### config.mk
export PLATFORM = sky130hd
export DESIGN_NAME = hng_ctrl
export DESIGN_NICKNAME = d
export VERILOG_FILES = /design/src/hng_pkg.sv /design/src/hng_ctrl.sv
export SDC_FILE = /design/constraint.sdc
export NUM_CORES = 1
export LEC_CHECK = 0
export ABC_AREA = 0
export BUFFER_PORTS_ARGS = -buffer_cell sky130_fd_sc_hd__buf_2
export CAP_MARGIN = 25
export CORE_ASPECT_RATIO = 1.1
export CORE_UTILIZATION = 30
export CTS_CLUSTER_SIZE = 30
export DETAILED_ROUTE_END_ITERATION = 8
export PLACE_DENSITY = 0.49
export SYNTH_ARGS = -nofsm -noshare
export SYNTH_HDL_FRONTEND = slang
export SYNTH_SLANG_ARGS = --single-unit
### constraint.sdc
create_clock -name clk -period 6.7 [get_ports clk]
set_input_delay 0.335 -clock clk [delete_from_list [all_inputs] [get_ports clk]]
set_output_delay 0.335 -clock clk [all_outputs]
set_load 0.02 [all_outputs]
### src/hng_pkg.sv
package hng_pkg;

  // Configuration defaults and fixed field widths
  localparam int MAX_SIDE_DEF = 256;
  localparam int SIDE_CFG_W   = 9;
  localparam int GAIN_W       = 16;
  localparam int CFG_DATA_W   = 16;
  localparam logic [SIDE_CFG_W-1:0] SIDE_RESET = 9'd256;
  localparam logic [GAIN_W-1:0]     GAIN_RESET = 16'd2560;

  // Arithmetic widths: squared length fits 52 bits, length 26 bits
  localparam int Q_W   = 52;
  localparam int LEN_W = 26;
  localparam int MAG_W = 26;
  localparam int PRD_W = 27;
  localparam int FRAC  = 14;
  localparam int DIV_W = MAG_W + FRAC + 1;
  localparam int QUO_W = 15;
  localparam int NRM_W = 16;

  // Fixed y term: 2 * 255 * 256, and its square
  localparam logic [MAG_W-1:0] SCALE_Y    = 26'd130560;
  localparam logic [Q_W-1:0]   SCALE_Y_SQ = 52'd17045913600;
  localparam logic [Q_W-1:0]   ROOT_BIT0  = 52'h4_0000_0000_0000;

  typedef enum logic [0:0] {
    CFG_SIDE_LENGTH = 1'b0,
    CFG_HEIGHT_GAIN = 1'b1
  } cfg_idx_t;

  typedef enum logic [3:0] {
    S_IDLE, S_RD0, S_RD1, S_RD2, S_MUL, S_SQR, S_SUM, S_ROOT, S_DIVI, S_DIV, S_DONE
  } ctrl_state_t;

  typedef enum logic [1:0] {
    COMP_X = 2'd0,
    COMP_Y = 2'd1,
    COMP_Z = 2'd2
  } comp_sel_t;

  // Controller to datapath
  typedef struct packed {
    logic rd1;       // row buffer read phase 1 (phase 0 otherwise)
    logic cap0;      // capture phase 0 read data
    logic cap1;      // capture phase 1 read data
    logic wr;        // shift column into row buffers
    logic mul;
    logic sqr;
    logic sum;
    logic root_step;
    logic div_init;
    logic div_step;
    logic load_out;
    logic flush;     // current transaction is a flush
    logic l_zero;    // left neighbor outside the map
    logic r_zero;    // right neighbor outside the map
    logic d_zero;    // lower neighbor outside the map
  } dp_cmd_t;

  // Datapath to controller
  typedef struct packed {
    logic root_last;
    logic div_last;
    logic comp_last;
  } dp_sts_t;

  // Map raw sample s to 2s - 255
  function automatic logic signed [8:0] centered(input logic [7:0] s);
    logic signed [9:0] t;
    t = $signed({1'b0, s, 1'b0}) - 10'sd255;
    return t[8:0];
  endfunction

endpackage

### src/hng_ctrl.sv
module hng_ctrl import hng_pkg::*; #(
  parameter int MAX_SIDE = MAX_SIDE_DEF,
  localparam int AW = $clog2(MAX_SIDE),
  localparam int SW = $clog2(MAX_SIDE + 1),
  localparam int XW = (SW > SIDE_CFG_W) ? SW : SIDE_CFG_W
) (
  input  logic                  clk,
  input  logic                  rst_n,
  input  logic [SIDE_CFG_W-1:0] side_cfg,
  input  logic                  in_valid,
  output logic                  in_ready,
  input  logic                  in_command,
  input  logic [7:0]            in_height_sample,
  output logic                  out_valid,
  input  logic                  out_ready,
  output logic [7:0]            out_pixel_column,
  output logic [7:0]            out_pixel_row,
  output logic                  out_frame_end,
  output dp_cmd_t               cmd,
  input  dp_sts_t               sts,
  output logic [AW-1:0]         col,
  output logic [7:0]            sample
);

  localparam logic [XW-1:0] MAXS = XW'(MAX_SIDE);

  ctrl_state_t state_r, state_nxt;
  logic [AW-1:0] col_cnt_r, col_cnt_nxt, fl_cnt_r, fl_cnt_nxt, c_r, c_nxt;
  logic [SW-1:0] row_cnt_r, row_cnt_nxt;
  logic [7:0] sample_r, sample_nxt, orow_r, orow_nxt;
  logic flush_r, flush_nxt, lz_r, lz_nxt, rz_r, rz_nxt, dz_r, dz_nxt;
  logic emit_r, emit_nxt, last_r, last_nxt;
  logic out_valid_r, out_valid_nxt;
  logic [7:0] out_col_r, out_col_nxt, out_row_r, out_row_nxt;
  logic out_last_r, out_last_nxt;

  logic [XW-1:0] side_x;
  logic [SW-1:0] side;

  // Clamp side length to 2..MAX_SIDE
  always_comb begin
    side_x = XW'(side_cfg);
    if (side_x < XW'(2)) begin
      side_x = XW'(2);
    end else if (side_x > MAXS) begin
      side_x = MAXS;
    end
  end
  assign side = SW'(side_x);

  always_ff @(posedge clk) begin
    if (!rst_n) begin
      state_r     <= S_IDLE;
      col_cnt_r   <= '0;
      row_cnt_r   <= '0;
      fl_cnt_r    <= '0;
      out_valid_r <= 1'b0;
    end else begin
      state_r     <= state_nxt;
      col_cnt_r   <= col_cnt_nxt;
      row_cnt_r   <= row_cnt_nxt;
      fl_cnt_r    <= fl_cnt_nxt;
      out_valid_r <= out_valid_nxt;
    end
  end

  always_ff @(posedge clk) begin
    c_r       <= c_nxt;
    sample_r  <= sample_nxt;
    orow_r    <= orow_nxt;
    flush_r   <= flush_nxt;
    lz_r      <= lz_nxt;
    rz_r      <= rz_nxt;
    dz_r      <= dz_nxt;
    emit_r    <= emit_nxt;
    last_r    <= last_nxt;
    out_col_r <= out_col_nxt;
    out_row_r <= out_row_nxt;
    out_last_r <= out_last_nxt;
  end

  always_comb begin
    logic [AW-1:0] cc, fc, c;
    logic [SW-1:0] rc, c_inc;
    logic act;

    state_nxt    = state_r;
    col_cnt_nxt  = col_cnt_r;
    row_cnt_nxt  = row_cnt_r;
    fl_cnt_nxt   = fl_cnt_r;
    c_nxt        = c_r;
    sample_nxt   = sample_r;
    orow_nxt     = orow_r;
    flush_nxt    = flush_r;
    lz_nxt       = lz_r;
    rz_nxt       = rz_r;
    dz_nxt       = dz_r;
    emit_nxt     = emit_r;
    last_nxt     = last_r;
    out_col_nxt  = out_col_r;
    out_row_nxt  = out_row_r;
    out_last_nxt = out_last_r;
    out_valid_nxt = out_valid_r && !out_ready;
    in_ready     = 1'b0;
    cmd          = '0;
    cc = col_cnt_r;
    fc = fl_cnt_r;
    rc = row_cnt_r;
    c  = '0;
    c_inc = '0;
    act = 1'b0;

    unique case (state_r)
      S_IDLE: begin
        in_ready = 1'b1;
        if (in_valid) begin
          // Restart the frame when counters lie beyond a new side length
          if (SW'(cc) >= side || rc > side || SW'(fc) >= side) begin
            cc = '0;
            rc = '0;
            fc = '0;
          end
          if (in_command) begin
            c     = fc;
            c_inc = SW'(fc) + 1'b1;
            if (rc == side) begin
              act       = 1'b1;
              emit_nxt  = 1'b1;
              orow_nxt  = 8'(side - 1'b1);
              last_nxt  = (c_inc >= side);
              dz_nxt    = 1'b0;
              fc        = AW'(c_inc);
              if (c_inc >= side) begin
                cc = '0;
                rc = '0;
                fc = '0;
              end
            end
          end else begin
            c     = cc;
            c_inc = SW'(cc) + 1'b1;
            if (rc < side) begin
              act      = 1'b1;
              emit_nxt = (rc != '0);
              orow_nxt = 8'(rc - 1'b1);
              last_nxt = 1'b0;
              dz_nxt   = (rc == SW'(1));
              cc       = AW'(c_inc);
              if (c_inc >= side) begin
                cc = '0;
                rc = rc + 1'b1;
              end
            end
          end
          col_cnt_nxt = cc;
          row_cnt_nxt = rc;
          fl_cnt_nxt  = fc;
          c_nxt       = c;
          sample_nxt  = in_height_sample;
          flush_nxt   = in_command;
          lz_nxt      = (c == '0);
          rz_nxt      = (c_inc >= side);
          if (act) begin
            state_nxt = S_RD0;
          end
        end
      end
      S_RD0: state_nxt = S_RD1;
      S_RD1: begin
        cmd.rd1   = 1'b1;
        cmd.cap0  = 1'b1;
        state_nxt = S_RD2;
      end
      S_RD2: begin
        cmd.cap1  = 1'b1;
        cmd.wr    = !flush_r;
        state_nxt = emit_r ? S_MUL : S_IDLE;
      end
      S_MUL: begin
        cmd.mul   = 1'b1;
        state_nxt = S_SQR;
      end
      S_SQR: begin
        cmd.sqr   = 1'b1;
        state_nxt = S_SUM;
      end
      S_SUM: begin
        cmd.sum   = 1'b1;
        state_nxt = S_ROOT;
      end
      S_ROOT: begin
        cmd.root_step = 1'b1;
        if (sts.root_last) begin
          state_nxt = S_DIVI;
        end
      end
      S_DIVI: begin
        cmd.div_init = 1'b1;
        state_nxt    = S_DIV;
      end
      S_DIV: begin
        cmd.div_step = 1'b1;
        if (sts.div_last) begin
          state_nxt = sts.comp_last ? S_DONE : S_DIVI;
        end
      end
      S_DONE: begin
        // Hand the result to the output register once it is free
        if (!out_valid_r || out_ready) begin
          cmd.load_out  = 1'b1;
          out_valid_nxt = 1'b1;
          out_col_nxt   = 8'(c_r);
          out_row_nxt   = orow_r;
          out_last_nxt  = last_r;
          state_nxt     = S_IDLE;
        end
      end
      default: state_nxt = S_IDLE;
    endcase

    cmd.flush  = flush_r;
    cmd.l_zero = lz_r;
    cmd.r_zero = rz_r;
    cmd.d_zero = dz_r;
  end

  assign col              = c_r;
  assign sample           = sample_r;
  assign out_valid        = out_valid_r;
  assign out_pixel_column = out_col_r;
  assign out_pixel_row    = out_row_r;
  assign out_frame_end    = out_last_r;

  a_load_free: assert property (@(posedge clk) disable iff (!rst_n)
    cmd.load_out |-> (!out_valid_r || out_ready))
    else $error("result loaded over a pending transaction");

  a_done_fills: assert property (@(posedge clk) disable iff (!rst_n)
    (state_r == S_DONE && !out_valid_r) |=> out_valid_r)
    else $error("finished result not presented");

  a_root_to_div: assert property (@(posedge clk) disable iff (!rst_n)
    (state_r == S_ROOT && sts.root_last) |=> (state_r == S_DIVI))
    else $error("division not started after square root");

  a_rd_sequence: assert property (@(posedge clk) disable iff (!rst_n)
    (state_r == S_RD0) |=> (state_r == S_RD1) ##1 (state_r == S_RD2))
    else $error("row buffer read sequence broken");

endmodule

After elaboration in Yosys (flattened, before gate mapping). Index checks and enable logic that the tools add are counted.

Word-level logic and storage cells: 132. Register bits after elaboration: 77. Input bits: 25. Output and inout port bits: 50.

Order comparisons: 9. Equality and inequality tests: 18. Add/sub/neg operators: 5. Muxes and demuxes: 68. Reductions and logical operators: 15.

Operator list (count): 8-bit two-way mux (20); 9-bit two-way mux (13); 4-bit case mux with 11 select lines (1); 9-bit greater-or-equal comparator (3); 1-bit two-way mux (25); 4-bit two-way mux (5); 8-bit by 1-bit adder with 9-bit output (second input constant) (2); 8-bit by 9-bit greater-or-equal comparator with 1-bit output (2); 4-bit by 3-bit == test with 1-bit output (second input constant) (4); 8-bit by 1-bit subtractor with 8-bit output (second input constant) (2); 4-bit == test (second input constant) (3); 2-bit inequality test (second input constant) (5); 9-bit by 1-bit adder with 9-bit output (second input constant) (1); 9-bit by 1-bit == test with 1-bit output (second input constant) (1); 9-bit == test (1); 9-bit > comparator (1); 9-bit > comparator (second input constant) (1); 9-bit by 2-bit less-than comparator with 1-bit output (second input constant) (1); 9-bit less-than comparator (1); 9-bit nonzero test (1); 4-bit by 2-bit == test with 1-bit output (second input constant) (2); 8-bit logical NOT (1); 2-bit two-way mux (3); 5-bit AND reduction (1); other kinds (10) (15).

Longest topological paths before layout. Gate-level depths: netlist of run 1.

Depth in word-level cells: 17. Gate-level depth with buffers: 23. Depth with buffers taken out: 22.

Worst setup path before layout of run 1. Ideal clock, no wire load.

Path kind: input port to flip-flop. Start: input port side_cfg[3]. End: register fl_cnt_r[4]. Buffers on the path: 1. Setup slack: 1394 ps. Cell stages on the path: 22. Library setup time: 71 ps. Data arrival time: 5235 ps. Required time: 6629 ps. Cell sequence: or4_1 -> nor4_1 -> o21ai_0 -> ha_1 -> a21o_1 -> a21o_1 -> a2111o_1 -> o211ai_2 -> nand2_1 -> clkbuf_1 -> nor2_1 -> ha_1 -> and3_1 -> xnor2_1 -> nor2_1 -> ha_1 -> a21oi_1 -> o211ai_1 -> a21o_1 -> or3_1 -> or3_1 -> a21oi_1.

Longest elaborated chain between the ends: 14. Elaborated cells between the ends (all ways): 21. Classes of those cells: add/sub (1); order compare (6); eq/ne (1); mux (11); reduce/logical (2).

Ends and longest elaborated chain: from (decl) (line hng_ctrl.sv:9) `input logic [SIDE_CFG_W-1:0] side_cfg,`; 9-bit > comparator (line hng_ctrl.sv:45) `end else if (side_x > MAXS) begin`; 9-bit two-way mux (line hng_ctrl.sv:45); 9-bit two-way mux * (line hng_ctrl.sv:43) `if (side_x < XW'(2)) begin`; 8-bit by 9-bit greater-or-equal comparator with 1-bit output / 9-bit > comparator (equally long branches) (line hng_ctrl.sv:118) `if (SW'(cc) >= side || rc > side || SW'(fc) >= side) begin`; 1-bit logical OR (2 in a row) (line hng_ctrl.sv:118); 8-bit two-way mux (line hng_ctrl.sv:118); 8-bit two-way mux (line hng_ctrl.sv:116) `if (in_valid) begin`; 8-bit two-way mux (line hng_ctrl.sv:113) `unique case (state_r)`; 8-bit by 1-bit adder with 9-bit output (line hng_ctrl.sv:125) `c_inc = SW'(fc) + 1'b1;`; 9-bit greater-or-equal comparator (line hng_ctrl.sv:133) `if (c_inc >= side) begin`; 8-bit two-way mux (line hng_ctrl.sv:133); 8-bit two-way mux (line hng_ctrl.sv:126) `if (rc == side) begin`; 8-bit two-way mux * (line hng_ctrl.sv:123) `if (in_command) begin`; to (signal assigned) (line hng_ctrl.sv:62) `fl_cnt_r <= fl_cnt_nxt;`; to (decl) (line hng_ctrl.sv:28) `logic [AW-1:0] col_cnt_r, col_cnt_nxt, fl_cnt_r, fl_cnt_nxt, c_r, c_nxt;`.

Every way passes the cells marked *; elsewhere a longest branch is shown, timed or not. The select of a mux whose other input is x is not followed. A chain may end at the register's enable or synchronous reset.

Worst setup path after layout of run 1.
Start: input port side_cfg[3]. End: register row_cnt_r[3].

Longest elaborated chain between the ends: 14. Elaborated cells between the ends (all ways): 30. Classes of those cells: add/sub (3); order compare (8); eq/ne (1); mux (16); reduce/logical (2).

Ends and longest elaborated chain: 9-bit > comparator (line hng_ctrl.sv:45); 9-bit two-way mux (line hng_ctrl.sv:45); 9-bit two-way mux * (line hng_ctrl.sv:43); 8-bit by 9-bit greater-or-equal comparator with 1-bit output / 9-bit > comparator (equally long branches) (line hng_ctrl.sv:118); 1-bit logical OR (2 in a row) (line hng_ctrl.sv:118); 8-bit two-way mux (line hng_ctrl.sv:118); 8-bit two-way mux (line hng_ctrl.sv:116); 8-bit two-way mux (line hng_ctrl.sv:113); 8-bit by 1-bit adder with 9-bit output (on tied branches) (line hng_ctrl.sv:141, hng_ctrl.sv:125); 9-bit greater-or-equal comparator (on tied branches) (line hng_ctrl.sv:149, hng_ctrl.sv:133); 9-bit two-way mux (on tied branches) (line hng_ctrl.sv:149, hng_ctrl.sv:133); 9-bit two-way mux (on tied branches) (line hng_ctrl.sv:142, hng_ctrl.sv:126); 9-bit two-way mux * (line hng_ctrl.sv:123); to (signal assigned) (line hng_ctrl.sv:61) `row_cnt_r <= row_cnt_nxt;`; to (decl) (line hng_ctrl.sv:29) `logic [SW-1:0] row_cnt_r, row_cnt_nxt;`.

Marked as above.

==> run_results.csv, run 1 <==
group,metric,value,unit
routing,first_iter_violations,391,
run_status,status,"complete, no violations",
logic_synthesis,async_reset_ff_share,0,%
clocking,numCtsBuffers,9,
clocking,cts_setup_buffers,0,
logic_synthesis,yosys-top-cells-area,"edfxtp_1 25%, ha_1 15%, dfxtp_1 11%",
setup_path,critical_path.endpoint_type,"flop",
finish,fillers,1864,
timing,timing.final.ws_setup,0.918,ns
placed_design,io_buffers,74,
run,maxCapViolCount,0,
setup_path,crit_arrival,6.01,ns
timing,final.setup.tns,0,ns
routing,postRouteAntennaNets,0,
finish,final_cells,922,
logic_synthesis,ys_warn_count,0,
worst_hold_path,hold_start,"in_height_sample[6]",
timing,slew_violations,0,
finish,seq_area,2010,µm²
setup_path,cp-start-kind,"input pin",
timing,whs,0.169,ns
timing,worst_slew_pin_slew,0.919,ns
logic_synthesis,syn-cell-area,5640,µm²
routing,dr.pass1.iters,4,
clocking,cts_tree,"yes",
grt,grt_usage,17.8,%
power,swShare,29.4,%
logic_synthesis,synth_top_cell_by_area,"edfxtp_1",
floorplanning,die_area,19300,µm²
setup_path,reg2reg_from,"row_cnt_r[2]",
clocking,cts_hold_buf,0,
placed_design,pre_cts_ws,0.673,ns
setup_path,crit_start,"side_cfg[3]",
power,p_switching,391,µW
logic_synthesis,synth.top_cell.area_share,25.0,%
floorplanning,die_w,133,µm
timing,setup_viol,0,
grt,grt_pass1_wl,26.8,mm
logic_synthesis,yosysSeqAreaShare,35.7,%
floorplanning,core_region_area,18400,µm²
floorplanning,rows,52,
finish,antennaDiodeCount,0,
finish,final_common_cell,"buf_2",
setup_path,worstSetupPathType,"in2reg",
setup_path,critical_path_required,6.93,ns
clocking,cts-root-buf,"clkbuf_16",
placed_design,dpl.hpwl,12.4,mm
grt,antenna_found_initial,0,
timing,finClkSkew,0.0108,ns
logic_synthesis,synth_edf_count,47,
routing,drc,0,
timing,slew_headroom,38.6,%
logic_synthesis,ys_ff_latch,77,
logic_synthesis,ys_types,71,
placed_design,gp_congestion,0.855,
logic_synthesis,syn-num-nets,698,
routing,wire_per_inst,18.1,µm
timing,rsz0062_at_grt,"false",
setup_path,cp_max_fo,11,
timing,finalCritPeriodShare,86.3,%
placed_design,place_inst,906,
floorplanning,die_y,146,µm
power,clkPwrFrac,40.7,%
power,power_frac_comb,18.2,%
power,power.leakage,0.00278,µW
worst_hold_path,min_path_type,"in2reg",
logic_synthesis,syn_inst,607,
timing,layout_min_cycle_time,5.78,ns
grt,grt_start_max_net_pins,35,
finish,synthToLayoutAreaGrowth,16.7,%
logic_synthesis,synth-main-ff-cell,"edfxtp_1",
routing,via_per_inst,5.48,
routing,vias,5055,
finish,drive_gt1_share,19.0,%
finish,final_cell_mix,"74 x buf_2, 66 x ha_1, 49 x nand2_1, 48 x nor2_1, 47 x edfxtp_1",
finish,multi_input_area,3390,µm²
power,seqPwrFrac,41.1,%
timing,report.final.hold_viol_count,0,
power,p_int,938,µW
clocking,cts.path.max_buffers,2,
finish,fin_nets,765,
timing,fmax,173,MHz
power,power_density,202,nW/µm²
clocking,path_clk_slew,0.06,ns
clocking,insertion_delay,0.34,ns
grt,grt_pass1_vias,4814,
grt,grt_overflow,0,
routing,routed_wl,16.7,mm
floorplanning,initial_core_util,30.6,%
logic_synthesis,postSynthAreaPerCell,9.29,µm²
power,peakVddDrop,0.000105,V
clocking,cts_max_level,3,
clocking,cts_resized,0,
floorplanning,num_io_pins,75,
clocking,clock_sinks,77,
## path summary, 6_finish.rpt
check	cells past startpoint	slack, ns	to
max	23	0.92	row_cnt_r[3]
max reg2reg	18	1.53	row_cnt_r[3]
min	1	0.17	sample[6]
min reg2reg	0	0.42	out_frame_end
## per-layer routing
metal  wire length [µm]  share of wire [%]  track usage (%)
met1               7550                 45             23.4
met2               7940                 47             29.6
met3                867                5.2             2.75
met5                  0                  0                0
met4                369                2.2             6.44
## stage by stage
stage	total power, µW	area (µm²)	utilization (%)
floorplan	719	5640	-
CTS	1340	6580	35.7
detailed placement	797	6260	34.0
global placement	793	6260	34.0
global route	1390	6580	35.7
finish	1330	6580	35.7
## cells by family after synthesis
| group | share of synthesized area [%] |
|---|---|
| simple gates | 20.8 |
| compound gates | 18.4 |
| flops | 35.7 |
| fa+ha+maj | 14.6 |
| buf+inv | 4.24 |
| xor+xnor | 2.95 |
| mux | 3.20 |
## critical path, stage by stage
cell	delay, ns
buf_2	0.12
or4_1	0.51
nor4_1	0.33
o21ai_0	0.16
buf_4	0.20
ha_1	0.26
and4_1	0.17
nor2b_1	0.13
a2111o_1	0.41
o211ai_2	0.25
nand2_1	0.15
nor2_1	0.25
ha_1	0.29
inv_1	0.10
xnor2_1	0.23
ha_1	0.29
a21o_1	0.16
a31oi_1	0.20
o211ai_1	0.18
a21o_1	0.34
a211oi_4	0.52
o21ai_1	0.12
a311oi_1	0.30
## Yosys cell counts, types with 9 or more instances
cell type  instances
a21o_1            12
a21oi_1           38
and3_1            14
clkbuf_1          15
dfxtp_1           30
edfxtp_1          47
ha_1              66
inv_1             18
mux2i_1            9
nand2_1           49
nand2b_1          13
nand3_1           24
nand4_1           10
nor2_1            48
nor3_1            28
o21ai_0           21
xnor2_1           12
## power by group through the flow
stage                     combinational (µW)  sequential [µW]  clock, µW
after floorplan                          152              567          0
after global placement                   237              556          0
after detailed placement                 241              557          0
after CTS                                242              547        555
after global routing                     264              550        574
final                                    241              546        541
## flip-flops by register name, summed over array words and instances (netlist names), 4 cells and up
register,count
out_pixel_column,8
col_cnt_r,8
state_r,4
fl_cnt_r,8
col,8
sample,8
row_cnt_r,9
orow_r,8
out_pixel_row,8
## area by class of cell
cell class | count | share of cell area, %
Clock buffer | 9 | 3.42
Clock inverter | 7 | 1.48
Inverter | 20 | 1.14
Multi-Input combinational cell | 478 | 51.5
Sequential cell | 77 | 30.6
Tap cell | 243 | 4.62
Timing Repair Buffer | 88 | 7.22
Power figures use the tool's default switching activity.
==> inputs of run 2 (changes only) <==
==> constraint.sdc (replaced) <==
create_clock -name clk -period 6.7 [get_ports clk]
set_input_delay 1.005 -clock clk [delete_from_list [all_inputs] [get_ports clk]]
set_output_delay 1.005 -clock clk [all_outputs]
set_load 0.02 [all_outputs]
==> run 2 against run 1 <==
- worst setup slack got worse by 0.23 ns
- sequential power barely moved
- non-clock buffer count rose by 11
- clock-buffer cell count unchanged
- first-iteration DRC count up 15%
- critical path depth unchanged
- critical endpoint unchanged
- largest power group unchanged
- highest routed layer unchanged
==> run_results.csv, run 2 (same netlist as run 1, synthesis figures left out) <==
group,metric,value,unit
clocking,cts_resized,0,
finish,largest_reg_flops,9,
floorplanning,num_io_pins,75,
clocking,insertion_delay,0.34,ns
worst_hold_path,min_path_type,"reg2reg",
setup_path,cp-start-kind,"input pin",
finish,drive_gt1_share,20.3,%
run_status,status,"complete, no violations",
routing,routed_wl,16.9,mm
grt,grt_pass1_wl,27.0,mm
timing,fmax,166,MHz
timing,setup_viol,0,
run,maxCapViolCount,0,
setup_path,slowest_delay,0.50,ns
power,peakVddDrop,0.0000991,V
finish,regMostFlops,"row_cnt_r",
timing,final.setup.tns,0,ns
timing,slew_headroom,39.7,%
finish,antennaDiodeCount,0,
routing,dr.pass1.iters,5,
routing,postRouteAntennaNets,0,
power,power_density,200,nW/µm²
timing,slew_violations,0,
grt,grt_start_max_net_pins,35,
placed_design,gp_congestion,0.894,
clocking,cts.path.max_buffers,2,
power,power.leakage,0.00283,µW
routing,vias,5057,
floorplanning,die_y,146,µm
grt,grt_overflow,0,
routing,first_iter_violations,451,
setup_path,crit_family,"compound AO/OA/AOI/OAI gates",
clocking,cts_max_level,3,
setup_path,critPathSlowestCell,"or4_1",
clocking,cts_hold_buf,0,
power,p_switching,394,µW
grt,grt_usage,18.0,%
power,swShare,29.5,%
power,seqPwrFrac,40.9,%
routing,via_per_inst,5.42,
floorplanning,die_area,19300,µm²
finish,fin_nets,776,
setup_path,crit_arrival,6.25,ns
finish,final_core_util,36.2,%
floorplanning,die_w,133,µm
power,clkPwrFrac,40.7,%
setup_path,cpMostUsedCell,"ha_1",
clocking,path_clk_slew,0.06,ns
finish,synthToLayoutAreaGrowth,18.2,%
power,p_int,942,µW
routing,wire_per_inst,18.1,µm
finish,final_common_cell,"buf_2",
clocking,cts_tree,"yes",
grt,antenna_found_initial,0,
timing,finClkSkew,0.0112,ns
finish,fillers,1855,
clocking,cts_setup_buffers,0,
setup_path,critical_path.endpoint_type,"flop",
timing,report.final.hold_viol_count,0,
placed_design,dpl.hpwl,12.8,mm
finish,final_cell_mix,"74 x buf_2, 66 x ha_1, 49 x nand2_1, 48 x nor2_1, 47 x edfxtp_1",
timing,layout_min_cycle_time,6.01,ns
timing,finalCritPeriodShare,89.8,%
floorplanning,rows,52,
setup_path,critical_path_required,6.93,ns
timing,worst_slew_pin_slew,0.903,ns
floorplanning,initial_core_util,30.6,%
routing,drc,0,
placed_design,io_buffers,74,
grt,grt_pass1_vias,5013,
timing,rsz0062_at_grt,"false",
clocking,clock_sinks,77,
clocking,numCtsBuffers,9,
floorplanning,core_region_area,18400,µm²
setup_path,worstPathCellList,"buf_2 > or4_1 > nor4_1 > o21ai_0 > buf_4 > ha_1 > o21ai_0 > a21oi_1 > o31ai_1 > and3_1 > nand2_1 > nor2_1 > ha_1 > and3_1 > xnor2_1 > nor2_1 > ha_1 > a21oi_1 > o211ai_1 > a21o_1 > a211oi_4 > o21ai_1 > a311oi_1",
setup_path,cp_num_buf_inv,2,
clocking,cts-root-buf,"clkbuf_16",
setup_path,worstSetupPathType,"in2reg",
setup_path,cp_max_fo,9,
power,power_frac_comb,18.4,%
-- run 2: cell count changes in the layout (fill, tap and decap cells not counted) --
| cell | before | now |
|---|---|---|
| inv_8 | 0 | 1 |
| inv_6 | 2 | 0 |
| buf_4 | 14 | 25 |
| clkinvlp_4 | 1 | 2 |
-- run 2: worst paths after layout --
path | cells after the start | slack, ns | startpoint | end
worst max-delay path | 23 | 0.69 | side_cfg[3] | row_cnt_r[3]
worst min-delay path | 0 | 0.42 | orow_r[4] | out_pixel_row[4]
worst max register to register | 18 | 1.90 | row_cnt_r[2] | row_cnt_r[3]
worst min register to register | 0 | 0.42 | orow_r[4] | out_pixel_row[4]
-- run 2: cell type report --
| class | count | area (µm²) | area share (%) |
|---|---|---|---|
| clock buffers | 9 | 225 | 3.38 |
| flip-flops and latches | 77 | 2010 | 30.2 |
| inverters | 20 | 75.1 | 1.13 |
| multi-input cells | 478 | 3390 | 50.9 |
| well taps | 243 | 304 | 4.56 |
| clock inverters | 7 | 98.8 | 1.48 |
| repair buffers | 99 | 558 | 8.37 |
-- run 2: power groups by stage --
| stage | clock network, µW | registers (µW) | logic [µW] |
|---|---|---|---|
| detailed placement | 0 | 557 | 244 |
| global placement | 0 | 556 | 241 |
| floorplan | 0 | 567 | 152 |
| global route | 573 | 550 | 268 |
| CTS | 554 | 547 | 246 |
| finish | 544 | 546 | 246 |
-- run 2: through the flow --
stage                     cell area [µm²]  worst slack (ns)  power (µW)  instances  hold WS [ns]
after global routing                 6670             0.253        1390        933         0.427
after CTS                            6670             0.745        1350        933         0.420
after global placement               6340             0.521         797        917         0.403
after floorplan                      5640             0.724         719        607         0.400
final                                6670             0.687        1340        933         0.418
after detailed placement             6340             0.440         801        917         0.405
-- run 2: layer usage --
metal	wire length, µm	GRT usage, %	up-vias
met1	7550	22.9	2418
met4	588	8.22	0
met3	934	3.48	38
met2	7830	29.4	155
li1	-	-	2446
met5	0	0	-
==> inputs of run 3 (changes only) <==
- CORE_ASPECT_RATIO: 1.1 -> default
- CORE_UTILIZATION: 30 -> 40
- PLACE_DENSITY: 0.49 -> 0.61
==> run 3 against run 2 <==
- non-clock buffer count down 5
- global-route usage is 4.9 points higher
- critical endpoint unchanged
- first-iteration DRC count rose by 7.1%
- flip-flop and latch count stayed put
- register-to-register slack lost 0.12 ns
- utilization rose by 11 points
- sequential power about the same
- die area fell by 25%
==> run_results.csv, run 3 (same netlist as run 1, synthesis figures left out) <==
group,metric,value,unit
run_status,status,"complete, no violations",
routing,met1Wirelength,7.09,mm
routing,dr.pass1.iters,5,
finish,final_cell_mix,"74 x buf_2, 66 x ha_1, 49 x nand2_1, 48 x nor2_1, 47 x edfxtp_1",
routing,first_iter_violations,483,
placed_design,dpl.hpwl,11.9,mm
clocking,path_clk_slew,0.06,ns
routing,via_per_inst,5.87,
setup_path,critical_path.endpoint_type,"flop",
finish,final_common_cell,"buf_2",
floorplanning,core_region_area,13800,µm²
clocking,cts_setup_buffers,0,
clocking,insertion_delay,0.34,ns
power,power_density,206,nW/µm²
grt,grt_pass1_vias,4960,
clocking,cts_max_level,3,
timing,worst_slew_pin_slew,1.03,ns
setup_path,crit_arrival,6.40,ns
setup_path,cp_max_fo,9,
finish,drive_gt1_share,19.7,%
finish,fin_nets,771,
timing,final.setup.tns,0,ns
timing,slew_violations,0,
routing,routed-wl-met2,7.52,mm
floorplanning,rows,43,
routing,postRouteAntennaNets,0,
floorplanning,num_io_pins,75,
finish,synthToLayoutAreaGrowth,16.5,%
power,seqPwrFrac,40.4,%
timing,report.final.hold_viol_count,0,
floorplanning,die_area,14600,µm²
grt,grt_overflow,0,
clocking,cts_hold_buf,0,
power,p_switching,374,µW
placed_design,io_buffers,74,
power,p_int,978,µW
clocking,cts-root-buf,"clkbuf_16",
timing,fmax,162,MHz
finish,regMostFlops,"row_cnt_r",
clocking,clock_sinks,77,
setup_path,cp-start-kind,"input pin",
routing,routed_wl,16.0,mm
clocking,cts_resized,0,
power,swShare,27.7,%
routing,vias,5081,
run,maxCapViolCount,0,
routing,routed.top_layer,"met4",
routing,wire_per_inst,18.5,µm
timing,layout_min_cycle_time,6.17,ns
grt,grt_pass1_wl,25.8,mm
grt,antenna_found_initial,0,
placed_design,pre_cts_ws,0.301,ns
clocking,cts_tree,"yes",
grt,grt_usage,22.9,%
setup_path,critical_path_required,6.92,ns
floorplanning,initial_core_util,40.8,%
timing,slew_headroom,31.1,%
floorplanning,die_y,121,µm
clocking,numCtsBuffers,9,
power,power.leakage,0.00282,µW
worst_hold_path,min_path_type,"reg2reg",
power,power_frac_comb,18.0,%
power,peakVddDrop,0.000138,V
timing,finalCritPeriodShare,92.1,%
timing,rsz0062_at_grt,"false",
timing,timing.final.ws_setup,0.527,ns
grt,grt_start_max_net_pins,35,
routing,route.met3.wl,1.15,mm
timing,setup_viol,0,
placed_design,gp_congestion,0.895,
floorplanning,die_w,121,µm
power,clkPwrFrac,41.6,%
finish,largest_reg_flops,9,
routing,drc,0,
clocking,cts.path.max_buffers,2,
timing,finClkSkew,0.0115,ns
setup_path,worstSetupPathType,"in2reg",
finish,antennaDiodeCount,0,
[run 3: layer usage]
| layer | GRT usage [%] | up-vias |
|---|---|---|
| li1 | - | 2430 |
| met1 | 30.2 | 2429 |
| met2 | 37.7 | 199 |
| met3 | 4.29 | 23 |
| met4 | 7.33 | 0 |
| met5 | 0 | - |
[run 3: critical path, cell delays in order]
cell	delay, ns
buf_2	0.12
or4_1	0.53
nor4_1	0.34
o21ai_0	0.22
buf_4	0.22
ha_1	0.26
o21ai_0	0.17
a21oi_1	0.06
o31ai_1	0.23
and3_1	0.23
nand2_1	0.09
nor2_1	0.26
ha_1	0.28
nand3_1	0.11
xor2_1	0.20
nor2_1	0.10
ha_1	0.21
a21o_1	0.17
a21oi_1	0.17
o211ai_1	0.15
a21o_1	0.33
a211oi_4	0.51
o21ai_1	0.13
a311oi_1	0.29
[run 3: layout make-up]
| type | count | area [µm²] |
|---|---|---|
| Timing Repair Buffer | 94 | 520 |
| Sequential cell | 77 | 2010 |
| Fill cell | 1283 | 7260 |
| Tap cell | 180 | 225 |
| Clock buffer | 10 | 229 |
| Multi-Input combinational cell | 478 | 3390 |
| Clock inverter | 6 | 113 |
| Inverter | 20 | 75.1 |
[run 3: path summary, 6_finish.rpt]
check,startpoint,end,slack [ns],cells after the start
worst max-delay path,side_cfg[3],row_cnt_r[3],0.53,24
worst min register to register,last_r,out_frame_end,0.42,0
worst min-delay path,last_r,out_frame_end,0.42,0
worst max register to register,row_cnt_r[2],row_cnt_r[3],1.78,19
[run 3: through the flow]
| step | hold WS, ns | power (µW) | std cells | util (%) | instance area, µm² |
|---|---|---|---|---|---|
| 2_1_floorplan | 0.400 | 719 | 607 | - | 5640 |
| 4_1_cts | 0.418 | 1360 | 865 | 47.5 | 6570 |
| 6_report | 0.417 | 1350 | 865 | 47.5 | 6570 |
| 3_5_place_dp | 0.405 | 797 | 849 | 45.0 | 6220 |
| 3_3_place_gp | 0.402 | 793 | 849 | 45.0 | 6220 |
| 5_1_grt | 0.426 | 1410 | 865 | 47.5 | 6570 |
[run 3: power by group through the flow]
| stage | clock [µW] | sequential (µW) | combinational [µW] |
|---|---|---|---|
| finish | 563 | 546 | 243 |
| global route | 593 | 549 | 264 |
| CTS | 571 | 546 | 242 |
| detailed placement | 0 | 556 | 241 |
| global placement | 0 | 556 | 237 |
| floorplan | 0 | 567 | 152 |
